===== src/quartet_topology_vote_counter_macros.svh =====
// Assertion macros used by the RTL file that carries checks.
// Each check is sampled on the rising edge of clk and is held off while rst_n is low.
`ifndef QUARTET_TOPOLOGY_VOTE_COUNTER_MACROS_SVH
`define QUARTET_TOPOLOGY_VOTE_COUNTER_MACROS_SVH

`ifndef ASSERT_OFF

// Same-cycle implication.
`define QTVC_ASSERT_IMPLIES(label, ante, cons) \
    label: assert property (@(posedge clk) disable iff (!rst_n) (ante) |-> (cons)) \
        else $error("same-cycle check failed");

// Next-cycle implication.
`define QTVC_ASSERT_NEXT(label, ante, cons) \
    label: assert property (@(posedge clk) disable iff (!rst_n) (ante) |=> (cons)) \
        else $error("next-cycle check failed");

`else

`define QTVC_ASSERT_IMPLIES(label, ante, cons)
`define QTVC_ASSERT_NEXT(label, ante, cons)

`endif

`endif


===== src/qtvc_pkg.sv =====
package qtvc_pkg;

    localparam int ID_W       = 6;
    localparam int TAXA_CNT_W = 6;
    localparam int N_W        = ID_W + 1;
    localparam int RANK_OUT_W = 16;
    localparam int CNT_OUT_W  = 16;
    localparam int TOPO_W     = 2;

    typedef logic [ID_W-1:0]   taxon_id_t;
    typedef logic [TOPO_W-1:0] topo_t;

    localparam topo_t TOPO_DISJOINT    = 2'd0;
    localparam topo_t TOPO_INTERLEAVED = 2'd1;
    localparam topo_t TOPO_NESTED      = 2'd2;
    localparam topo_t WIN_TIE          = 2'd3;

    localparam logic MODE_RECORD = 1'b0;
    localparam logic MODE_QUERY  = 1'b1;

    localparam logic [TAXA_CNT_W-1:0] TAXA_COUNT_RESET = 6'd32;

    typedef enum logic [5:0] {
        ST_IDLE = 6'b000001,
        ST_SORT = 6'b000010,
        ST_RANK = 6'b000100,
        ST_READ = 6'b001000,
        ST_MOD  = 6'b010000,
        ST_OUT  = 6'b100000
    } state_t;

    // Binomial coefficient C(m,k) for k up to 4; evaluated at elaboration only.
    function automatic longint choose_k(input int m, input int k);
        longint mm;
        longint r;
        mm = longint'(m);
        r  = 0;
        if (m >= k) begin
            case (k)
                1: r = mm;
                2: r = mm * (mm - 1) / 2;
                3: r = mm * (mm - 1) * (mm - 2) / 6;
                4: r = mm * (mm - 1) * (mm - 2) * (mm - 3) / 24;
                default: r = 0;
            endcase
        end
        return r;
    endfunction

endpackage


===== src/qtvc_rank.sv =====
module qtvc_rank #(
    parameter int MAX_TAXA = 32
) (
    input  logic [qtvc_pkg::N_W-1:0] n,
    input  qtvc_pkg::taxon_id_t      sorted_ids [4],
    output logic [$clog2(MAX_TAXA*(MAX_TAXA-1)*(MAX_TAXA-2)*(MAX_TAXA-3)/24+1)-1:0] rank
);
    import qtvc_pkg::*;

    localparam int QUARTETS = MAX_TAXA * (MAX_TAXA - 1) * (MAX_TAXA - 2) * (MAX_TAXA - 3) / 24;
    localparam int RANK_W   = $clog2(QUARTETS + 1);
    localparam int IDX_W    = $clog2(MAX_TAXA);

    // Row k-1 holds C(m,k) for m = 0 .. MAX_TAXA-1.
    logic [RANK_W-1:0] c_tab [4][MAX_TAXA];
    logic [N_W-1:0]    diff  [4];
    logic [RANK_W+1:0] sum;

    for (genvar k = 1; k <= 4; k++) begin : g_row
        for (genvar m = 0; m < MAX_TAXA; m++) begin : g_col
            assign c_tab[k-1][m] = RANK_W'(choose_k(m, k));
        end
    end

    // Term i takes C(n - x_i, 4 - i).
    always_comb
    begin
        sum = '0;
        for (int i = 0; i < 4; i++)
        begin
            diff[i] = n - {1'b0, sorted_ids[i]};
            sum     = sum + (RANK_W+2)'(c_tab[3-i][diff[i][IDX_W-1:0]]);
        end
    end

    assign rank = sum[RANK_W-1:0];

endmodule


===== config.mk =====
export PLATFORM = sky130hd
export DESIGN_NAME = qtvc_rank
export DESIGN_NICKNAME = d
export VERILOG_FILES = /design/src/quartet_topology_vote_counter_macros.svh /design/src/qtvc_pkg.sv /design/src/qtvc_rank.sv
export SDC_FILE = /design/constraint.sdc
export NUM_CORES = 1
export LEC_CHECK = 0
export BUFFER_PORTS_ARGS = -buffer_cell sky130_fd_sc_hd__buf_2
export CAP_MARGIN = 20
export CORE_MARGIN = 1.5
export CORE_UTILIZATION = 45
export DETAILED_ROUTE_END_ITERATION = 12
export PLACE_DENSITY_LB_ADDON = 0.05
export SYNTH_ARGS = -nofsm -noshare
export SYNTH_HDL_FRONTEND = slang
export SYNTH_SLANG_ARGS = --single-unit
export TNS_END_PERCENT = 1

===== constraint.sdc =====
create_clock -name vclk -period 7.19
set_input_delay 0.719 -clock vclk [all_inputs]
set_output_delay 0.719 -clock vclk [all_outputs]
set_load 0.01 [all_outputs]

==> qor.yml, run 1 <==
global_route:
  grt.total_usage: 0.2080
  grt_pass1_wl_um: 12620
  grt_remaining_overflow: 0
  number_of_antenna_violations_at_the_first_check_in_global_routing: 0
  via_count_of_the_first_global_routing_pass: 2516
  maximum_number_of_pins_on_one_net_before_global_route_repair: 24
die:
  rows: 30
  fp.dieArea_um2: 7377
  floorplan.initialDensity: 0.4601
  die_h_um: 85.89
  fp.coreArea_um2: 6719
  die_w_um: 85.89
  floorplan.io_pins: 47
layout:
  flow.area_growth_from_synthesis_pct: 10.28
  nets: 563
  drive_gt1_frac: 0.1451
  fin_util: 0.5074
  stdcell_area_um2: 3410
  number_of_sequential_storage_elements: 0
  antenna_cells: 0
  layout.area.seq_um2: 0
  num-clock-buffers: 0
setup_path:
  critical-path-slowest-cell: "sky130_fd_sc_hd__fa_1"
  timing.critical_path.to_type: "primary output"
  cp-start-kind: "primary input"
  critical_path.cell_chain: "buf_2 > inv_1 > ha_1 > inv_1 > fa_1 > inv_1 > ha_1 > nor3_1 > a211oi_1 > a31oi_1 > a221oi_2 > fa_1 > fa_1 > ha_1 > o21ai_0 > o21bai_1 > a21oi_1 > buf_4 > nor2_1 > o41ai_1 > xnor2_1 > buf_2"
  cp.required_ns: 6.47
  worst_stage_delay_on_the_critical_path_ns: 0.64
  crit_type: "primary input to primary output"
  worst_ep_arrival_time_ns: 5.92
  timing.critical_path.fanout_max: 11
logic_synthesis:
  mappedNetlistNets: 525
  synth.yosys.warnings: 0
  synthesis.area_um2: 3092
  cell_with_the_most_instances_after_synthesis: "sky130_fd_sc_hd__ha_1"
  synthDominantAreaCellType: "sky130_fd_sc_hd__ha_1"
  yosysSeqAreaShare: 0
  postSynthAreaPerCell_um2: 7.504
  synth.area.top_cells: "sky130_fd_sc_hd__ha_1, sky130_fd_sc_hd__fa_1, sky130_fd_sc_hd__xnor2_1"
  syn-instance-count: 412
  yosysTopAreaCellShare: 0.2590
  yosysUniqueCellTypes: 50
  synth_top_cells_by_count: "sky130_fd_sc_hd__ha_1, sky130_fd_sc_hd__nor2_1, sky130_fd_sc_hd__inv_1"
detailed_routing:
  wl_per_cell_um: 14.66
  detail-route-antenna-nets: 0
  drt_first_pass_iters: 5
  finalWirelength_um: 7738
  drt-vias-per-instance: 5.684
  dr.first_iter.drc_count: 243
  number_of_drc_violations_after_detailed_routing: 0
  vias: 3001
cts:
  post-cts-setup-buffer-count: 0
timing:
  clock.fmax_mhz: 150.7
  final_hold_violating_endpoints: 0
  setup_slack_ns: 0.5557
  setup_viol_count_final: 0
  maxSlewViolCount: 0
  max-slew-margin-rel: 0.3685
  grt_setup_unrepaired: "false"
  tns_ns: 0
  min_period_over_period: 0.9227
  timing_worst_slew_pin_value_ns: 0.9405
  finalCriticalPeriod_ns: 6.634
power:
  vdd.ir_drop.worst_uv: 751.1
  power.density_cell_area_nw_per_um2: 526.4
  p_leak_nw: 1.700
place:
  detailed_place.area_um2: 3398
  post-place-ws_ns: 0.4022
  dp_hpwl_um: 6352
  finalWeightedCongestion: 0.8654
  numPortBuffers: 41
min_path:
  min-delay-path-class: "primary input to primary output"
run_status:
  status: "finished, final reports clean"
job:
  drv_cap: 0
## metrics by stage
step           hold WS, ns  instances  power, mW
3_3_place_gp         2.184        528      1.752
5_1_grt              2.246        528      2.023
4_1_cts              2.213        528      1.778
3_5_place_dp         2.211        528      1.760
2_1_floorplan        1.859        412      1.266
6_report             2.204        528      1.795
## report_power, final
| part | leakage [nW] | internal [mW] | switching (mW) | total [mW] |
|---|---|---|---|---|
| Clock | 0 | 0 | 0 | 0 |
| Sequential | 0 | 0 | 0 | 0 |
| Combinational | 1.70 | 0.759 | 1.04 | 1.79 |
## cells in the final DEF (no fill, tap or decap), drive strengths merged, types with 2 or more instances in the layout
cell type and count:
a2111oi 2, a211o 2, a211oi 6, a21boi 2
a21o 13, a21oi 33, a221oi 8, a311oi 2
a31oi 9, buf 51, fa 18, ha 64
inv 44, mux2 2, nand2 36, nand3 2
nor2 44, nor3 10, o211ai 6, o21a 2
o21ai 23, o21bai 7, o22ai 4, o311ai 2
o31ai 2, o32a 2, o32ai 3, xnor2 26
xor2 12
## layout make-up
cell class         count  area [µm²]
repair buffers        51       280.3
inverters             44       165.2
multi-input cells    353        2864
well taps             80       100.1
fillers              670        3309
## metal layers
metal / track usage / vias to the layer above / share of wire / routed length [µm]
met5: 0 / - / 0 / 0
met4: 0.01466 / 0 / 0.0084 / 65
met3: 0 / 4 / 0.044 / 338
met2: 0.3250 / 100 / 0.45 / 3502
met1: 0.3337 / 1353 / 0.50 / 3831
li1: - / 1544 / - / -
## worst paths after layout
path	start	depth (start not counted)	endpoint	slack, ns
worst max-delay path	n[0]	22	rank[12]	0.56
worst min-delay path	sorted_ids[7]	5	rank[0]	2.20
## worst max-delay path: cells and delay by family
kind,cells,cell delay (ns)
AOI/OAI and AO/OA,7,1.45
xor gates and xnor gates,1,0.16
adders and majority gates,6,2.58
buffers and inverters,6,0.85
and+or+nand+nor,2,0.15
## repair_timing
item                                    4_1_cts  5_1_grt
endpoints found under the hold margin         0        0
hold buffers                                  0        0
resized for setup                             0        2
endpoints found under the setup margin        0        3
## cells by family (layout without fill, tap and decap cells)
logic type | after synthesis | after routing | synth area share
buffers and inverters | 59 | 95 | 0.07729
muxes | 2 | 2 | 0.007284
AOI/OAI and AO/OA | 133 | 133 | 0.2926
adders and majority gates | 83 | 83 | 0.3792
xor gates and xnor gates | 38 | 38 | 0.1161
and+or+nand+nor | 97 | 97 | 0.1275
No activity file was read; power rests on OpenSTA's default activity.
==> inputs of run 2 (changes only) <==
- PLACE_DENSITY: not set -> 0.65
- PLACE_DENSITY_LB_ADDON: 0.05 -> not set
==> run 2 against run 1 <==
  * Cell area decreased by 0.55%
  * Combinational power is 3% lower
  * Critical path depth grew 1
  * Hold slack lost 0.034 ns
  * Critical path type unchanged
  * Critical endpoint unchanged
  * Largest cell class unchanged
  * Largest power group unchanged
==> qor.yml, run 2 (synthesis results as in run 1) <==
run_status:
  status: "finished, final reports clean"
detailed_routing:
  detail-route-antenna-nets: 0  # unchanged
  number_of_drc_violations_after_detailed_routing: 0  # unchanged
  vias: 3014  # +0.43%
  wl_per_cell_um: 14.14  # -3.5%
  drt-vias-per-instance: 5.719  # +0.62%
  dr.first_iter.drc_count: 181  # -26%
  finalWirelength_um: 7450  # -3.7%
  drt_first_pass_iters: 5  # unchanged
cts:
  post-cts-setup-buffer-count: 0  # unchanged
  post_cts_hold_buffer_count: 0  # unchanged
  cts_resized: 0  # unchanged
power:
  vdd.ir_drop.worst_uv: 829.0  # +10%
  fraction_of_power_consumed_by_the_clock_network: 0  # unchanged
  power.switching_fraction: 0.5815  # +0.004550
  power.switching_mw: 1.014  # -2.1%
  combinational_cell_fraction_of_total_power: 1.000  # about the same
  power_report.internal_total_mw: 0.7294  # -3.9%
  p_leak_nw: 1.693  # -0.44%
  overall_power_mw: 1.743  # -2.9%
  seqPwrFrac: 0  # unchanged
  power.density_cell_area_nw_per_um2: 514.0  # -2.4%
setup_path:
  cp-start-kind: "primary input"
  cp.required_ns: 6.47  # about the same
  worst_ep_arrival_time_ns: 6.06  # +0.14 ns
  timing.critical_path.fanout_max: 16  # +5
  crit_type: "primary input to primary output"
  critical-path-slowest-cell: "sky130_fd_sc_hd__xor2_2"
  timing.critical_path.from: "n[0]"
  worst_stage_delay_on_the_critical_path_ns: 0.55  # -0.09 ns
  buffers_inverters_on_critical_path: 6  # unchanged
  worst_path_dominant_cell_family: "adder cells"
  cp_common_cell: "sky130_fd_sc_hd__inv_1"
  timing.critical_path.to_type: "primary output"
  critical_path.cell_chain: "buf_2 > inv_1 > ha_1 > inv_1 > fa_1 > a21o_1 > a21oi_2 > xor2_2 > nand2_1 > o311ai_0 > nand2_1 > fa_1 > inv_1 > fa_1 > inv_1 > ha_1 > a211oi_1 > o21bai_1 > a21oi_1 > nor2_1 > o41ai_1 > xnor2_1 > buf_2"
  path_depth: 23  # +4.5%
layout:
  fin_util: 0.5047  # -0.002794
  mostFrequentLayoutCell: "sky130_fd_sc_hd__ha_1"
  antenna_cells: 0  # unchanged
  layout.cells.non_filler: 527  # -0.19%
  number_of_sequential_storage_elements: 0  # unchanged
  most-common-layout-cells: "sky130_fd_sc_hd__ha_1, sky130_fd_sc_hd__nor2_1, sky130_fd_sc_hd__inv_1"
  num-clock-buffers: 0  # unchanged
  flow.area_growth_from_synthesis_pct: 9.672
  stdcell_area_um2: 3391  # -0.55%
  nFillCells: 713  # +6.4%
  layout.area.seq_um2: 0  # unchanged
  nets: 562  # -0.18%
  drive_gt1_frac: 0.1387  # -0.006387
timing:
  timing_worst_slew_pin_value_ns: 0.9737  # +0.03319 ns
  setup_slack_ns: 0.4148  # -0.1409 ns
  maxSlewViolCount: 0  # unchanged
  max-slew-margin-rel: 0.3462  # -0.02229
  setup_viol_count_final: 0  # unchanged
  finalCriticalPeriod_ns: 6.775  # +0.1409 ns
  clock.fmax_mhz: 147.6  # -2.1%
  finalHoldWorstSlack_ns: 2.170  # -0.03383 ns
  min_period_over_period: 0.9423  # +0.01960
  tns_ns: 0  # unchanged
  final_hold_violating_endpoints: 0  # unchanged
  grt_setup_unrepaired: "false"
place:
  numPortBuffers: 41  # unchanged
  finalWeightedCongestion: 0.9107  # +5.2%
  dp_hpwl_um: 6175  # -2.8%
  post-place-ws_ns: 0.4012  # -0.001024 ns
  dp.cells: 527  # -0.19%
  detailed_place.area_um2: 3391  # -0.22%
min_path:
  min-delay-path-class: "primary input to primary output"
  timing.hold.worst_path_depth: 5  # unchanged
  hold_end: "rank[0]"
  holdCritStartpoint: "sorted_ids[7]"
die:
  floorplan.io_pins: 47  # unchanged
  fp.coreArea_um2: 6719  # unchanged
  fp.dieArea_um2: 7377  # unchanged
  die_h_um: 85.89  # unchanged
  floorplan.initialDensity: 0.4601  # unchanged
  rows: 30  # unchanged
  die_w_um: 85.89  # unchanged
global_route:
  number_of_antenna_violations_at_the_first_check_in_global_routing: 0  # unchanged
  grt_remaining_overflow: 0  # unchanged
  global_route.usage.met3: 0.001925  # +0.001925
  grt_pass1_wl_um: 12120  # -3.9%
  maximum_number_of_pins_on_one_net_before_global_route_repair: 24  # unchanged
  grt.total_usage: 0.1967  # -0.01132
  grt_util_met2: 0.3250  # unchanged
  globalRouteMet1Util: 0.2995  # -0.03419
  grt.busiest_layer: "met2"
  via_count_of_the_first_global_routing_pass: 2578  # +2.5%
job:
  drv_cap: 0  # unchanged
-- run 2: cell types whose count changed in the layout (fill, tap and decap cells not counted) --
cell                       previous run  this run
sky130_fd_sc_hd__a221oi_2             2         1
sky130_fd_sc_hd__a211oi_1             5         6
sky130_fd_sc_hd__buf_4               10         9
sky130_fd_sc_hd__a221oi_1             6         7
sky130_fd_sc_hd__a211oi_2             1         0
-- run 2: how the worst max path moves through the flow --
stage and endpoint:
5_1_grt rank[12], 6_report rank[12], 4_1_cts rank[12], 2_1_floorplan rank[12], 3_5_place_dp rank[12], 3_3_place_gp rank[12]
-- run 2: worst min-delay path, cell delays in order --
cell and delay [ns]:
sky130_fd_sc_hd__buf_2 0.09, sky130_fd_sc_hd__inv_1 0.09, sky130_fd_sc_hd__fa_1 0.28, sky130_fd_sc_hd__ha_1 0.16, sky130_fd_sc_hd__buf_2 0.12
-- run 2: metal layers --
layer | routed length (µm) | part of all wire
met2 | 3434 | 0.46
met3 | 272 | 0.037
met4 | 59 | 0.0079
met5 | 0 | 0
met1 | 3683 | 0.49
-- run 2: power groups by stage --
| stage | registers (mW) | clock network, mW | logic, mW |
|---|---|---|---|
| finish | 0 | 0 | 1.74 |
| global route | 0 | 0 | 1.98 |
| CTS | 0 | 0 | 1.75 |
| detailed placement | 0 | 0 | 1.73 |
| global placement | 0 | 0 | 1.71 |
| floorplan | 0 | 0 | 1.27 |
-- run 2: area by class of cell --
type                       count  area [µm²]  area share
multi-input combinational    353        2853      0.8413
timing repair buffer          50       272.8     0.08044
tap                           80       100.1     0.02952
inverter                      44       165.2     0.04871
==> inputs of run 3 (changes only) <==
- MAX_ROUTING_LAYER: not set -> met4
- TNS_END_PERCENT: 1 -> not set
==> run 3 against run 2 <==
  * Fmax increased by 1.6%
  * Clock-buffer cell count unchanged
  * Sequential share of layout area unchanged
  * Via count increased by 0.13%
  * Combinational power about the same
  * Critical path depth unchanged
  * Cell area increased by 0.55%
  * Sequential cell count unchanged
  * First-iteration DRC count increased by 13%
  * Critical path type unchanged
  * Critical endpoint is now rank[13]
  * Largest cell class unchanged
==> qor.yml, run 3 (synthesis results as in run 1) <==
timing:
  timing_worst_slew_pin_value_ns: 0.9597  # -0.01395 ns
  clock.fmax_mhz: 150.0  # +1.6%
  final_hold_violating_endpoints: 0  # unchanged
  max-slew-margin-rel: 0.3556  # +0.009364
  setup_viol_count_final: 0  # unchanged
  grt_setup_unrepaired: "false"
  maxSlewViolCount: 0  # unchanged
  finalCriticalPeriod_ns: 6.668  # -0.1076 ns
  tns_ns: 0  # unchanged
  min_period_over_period: 0.9274  # -0.01496
layout:
  drive_gt1_frac: 0.1406  # +0.001923
  number_of_sequential_storage_elements: 0  # unchanged
  antenna_cells: 0  # unchanged
  flow.area_growth_from_synthesis_pct: 10.28
  most-common-layout-cells: "sky130_fd_sc_hd__ha_1, sky130_fd_sc_hd__nor2_1, sky130_fd_sc_hd__inv_1"
  nFillCells: 698  # -2.1%
  nets: 563  # +0.18%
  mostFrequentLayoutCell: "sky130_fd_sc_hd__ha_1"
  layout.cells.non_filler: 528  # +0.19%
  num-clock-buffers: 0  # unchanged
  layout.area.seq_um2: 0  # unchanged
die:
  fp.dieArea_um2: 7377  # unchanged
  floorplan.initialDensity: 0.4601  # unchanged
  fp.coreArea_um2: 6719  # unchanged
  floorplan.io_pins: 47  # unchanged
  die_w_um: 85.89  # unchanged
  rows: 30  # unchanged
  die_h_um: 85.89  # unchanged
detailed_routing:
  detail-route-antenna-nets: 0  # unchanged
  dr.first_iter.drc_count: 205  # +13%
  drt_first_pass_iters: 5  # unchanged
  number_of_drc_violations_after_detailed_routing: 0  # unchanged
  wl_per_cell_um: 14.39  # +1.8%
  finalWirelength_um: 7596  # +2.0%
  vias: 3018  # +0.13%
  drt-vias-per-instance: 5.716  # about the same
power:
  power.density_cell_area_nw_per_um2: 517.2  # +0.61%
  p_leak_nw: 1.699  # +0.39%
  vdd.ir_drop.worst_uv: 924.7  # +12%
  overall_power_mw: 1.763  # +1.2%
global_route:
  grt_pass1_wl_um: 12520  # +3.2%
  via_count_of_the_first_global_routing_pass: 2608  # +1.2%
  grt_util_met2: 0.3357  # +0.01074
  number_of_antenna_violations_at_the_first_check_in_global_routing: 0  # unchanged
  maximum_number_of_pins_on_one_net_before_global_route_repair: 24  # unchanged
  global_route.usage.met3: 0.0009625  # -0.0009625
  grt.busiest_layer: "met2"
  globalRouteMet1Util: 0.3208  # +0.02131
  grt_remaining_overflow: 0  # unchanged
  grt.total_usage: 0.2109  # +0.01424
setup_path:
  cp.required_ns: 6.47  # about the same
  critical_path.cell_chain: "buf_2 > inv_1 > ha_1 > inv_1 > fa_1 > a21o_1 > a21oi_2 > xor2_4 > nand2_1 > o311ai_0 > nand2_1 > fa_1 > inv_1 > fa_1 > inv_1 > fa_1 > a211oi_1 > o211ai_1 > nand3_1 > o21bai_1 > a21oi_1 > xnor2_1 > buf_2"
  worst_ep_arrival_time_ns: 5.95  # -0.11 ns
  buffers_inverters_on_critical_path: 6  # unchanged
  cp-start-kind: "primary input"
  timing.critical_path.fanout_max: 16  # unchanged
  critical-path-slowest-cell: "sky130_fd_sc_hd__fa_1"
  worst_stage_delay_on_the_critical_path_ns: 0.52  # -0.03 ns
  crit_type: "primary input to primary output"
  worst_path_dominant_cell_family: "adder cells"
  timing.critical_path.to_type: "primary output"
cts:
  post-cts-setup-buffer-count: 0  # unchanged
run_status:
  status: "finished, final reports clean"
place:
  dp.cells: 528  # +0.19%
  dp_hpwl_um: 6288  # +1.8%
  finalWeightedCongestion: 0.9250  # +1.6%
  numPortBuffers: 41  # unchanged
job:
  drv_cap: 0  # unchanged
min_path:
  min-delay-path-class: "primary input to primary output"
run 3: cell types whose count changed in the layout (fill, tap and decap cells not counted), sizes merged:
| cell | previous run | this run |
|---|---|---|
| buf | 50 | 51 |
run 3: cell type report:
cell class	instances	area, µm²	area share
timing repair buffer	51	280.3	0.08220
tap	80	100.1	0.02936
multi-input combinational	353	2864	0.8400
inverter	44	165.2	0.04844
run 3: timing repair:
item | CTS | global route
setup endpoints to repair | 0 | 1
gates resized for setup | 0 | 1
hold buffers | 0 | 0
run 3: final timing paths:
check | to | cells after the start | slack, ns | from
setup / recovery | rank[13] | 23 | 0.52 | n[0]
hold / removal | rank[0] | 5 | 2.18 | sorted_ids[7]
run 3: stage by stage:
stage | setup slack, ns | util | hold slack (ns) | cell area, µm²
after floorplan | 1.230 | - | 1.859 | 3092
after detailed placement | 0.4275 | 0.5058 | 2.194 | 3398
after global placement | 0.4613 | 0.5058 | 2.189 | 3398
final | 0.5223 | 0.5074 | 2.184 | 3410
after global routing | 0.05941 | 0.5074 | 2.248 | 3410
after CTS | 0.3960 | 0.5058 | 2.194 | 3398
run 3: routing by layer:
layer | part of all wire | routed length, µm
met5 | 0 | 0
met2 | 0.46 | 3518
met1 | 0.50 | 3773
met4 | 0 | 0
met3 | 0.040 | 304
run 3: power breakdown:
part	internal, mW	switching (mW)	total (mW)
combinational	0.737	1.03	1.76
sequential	0	0	0
clock	0	0	0
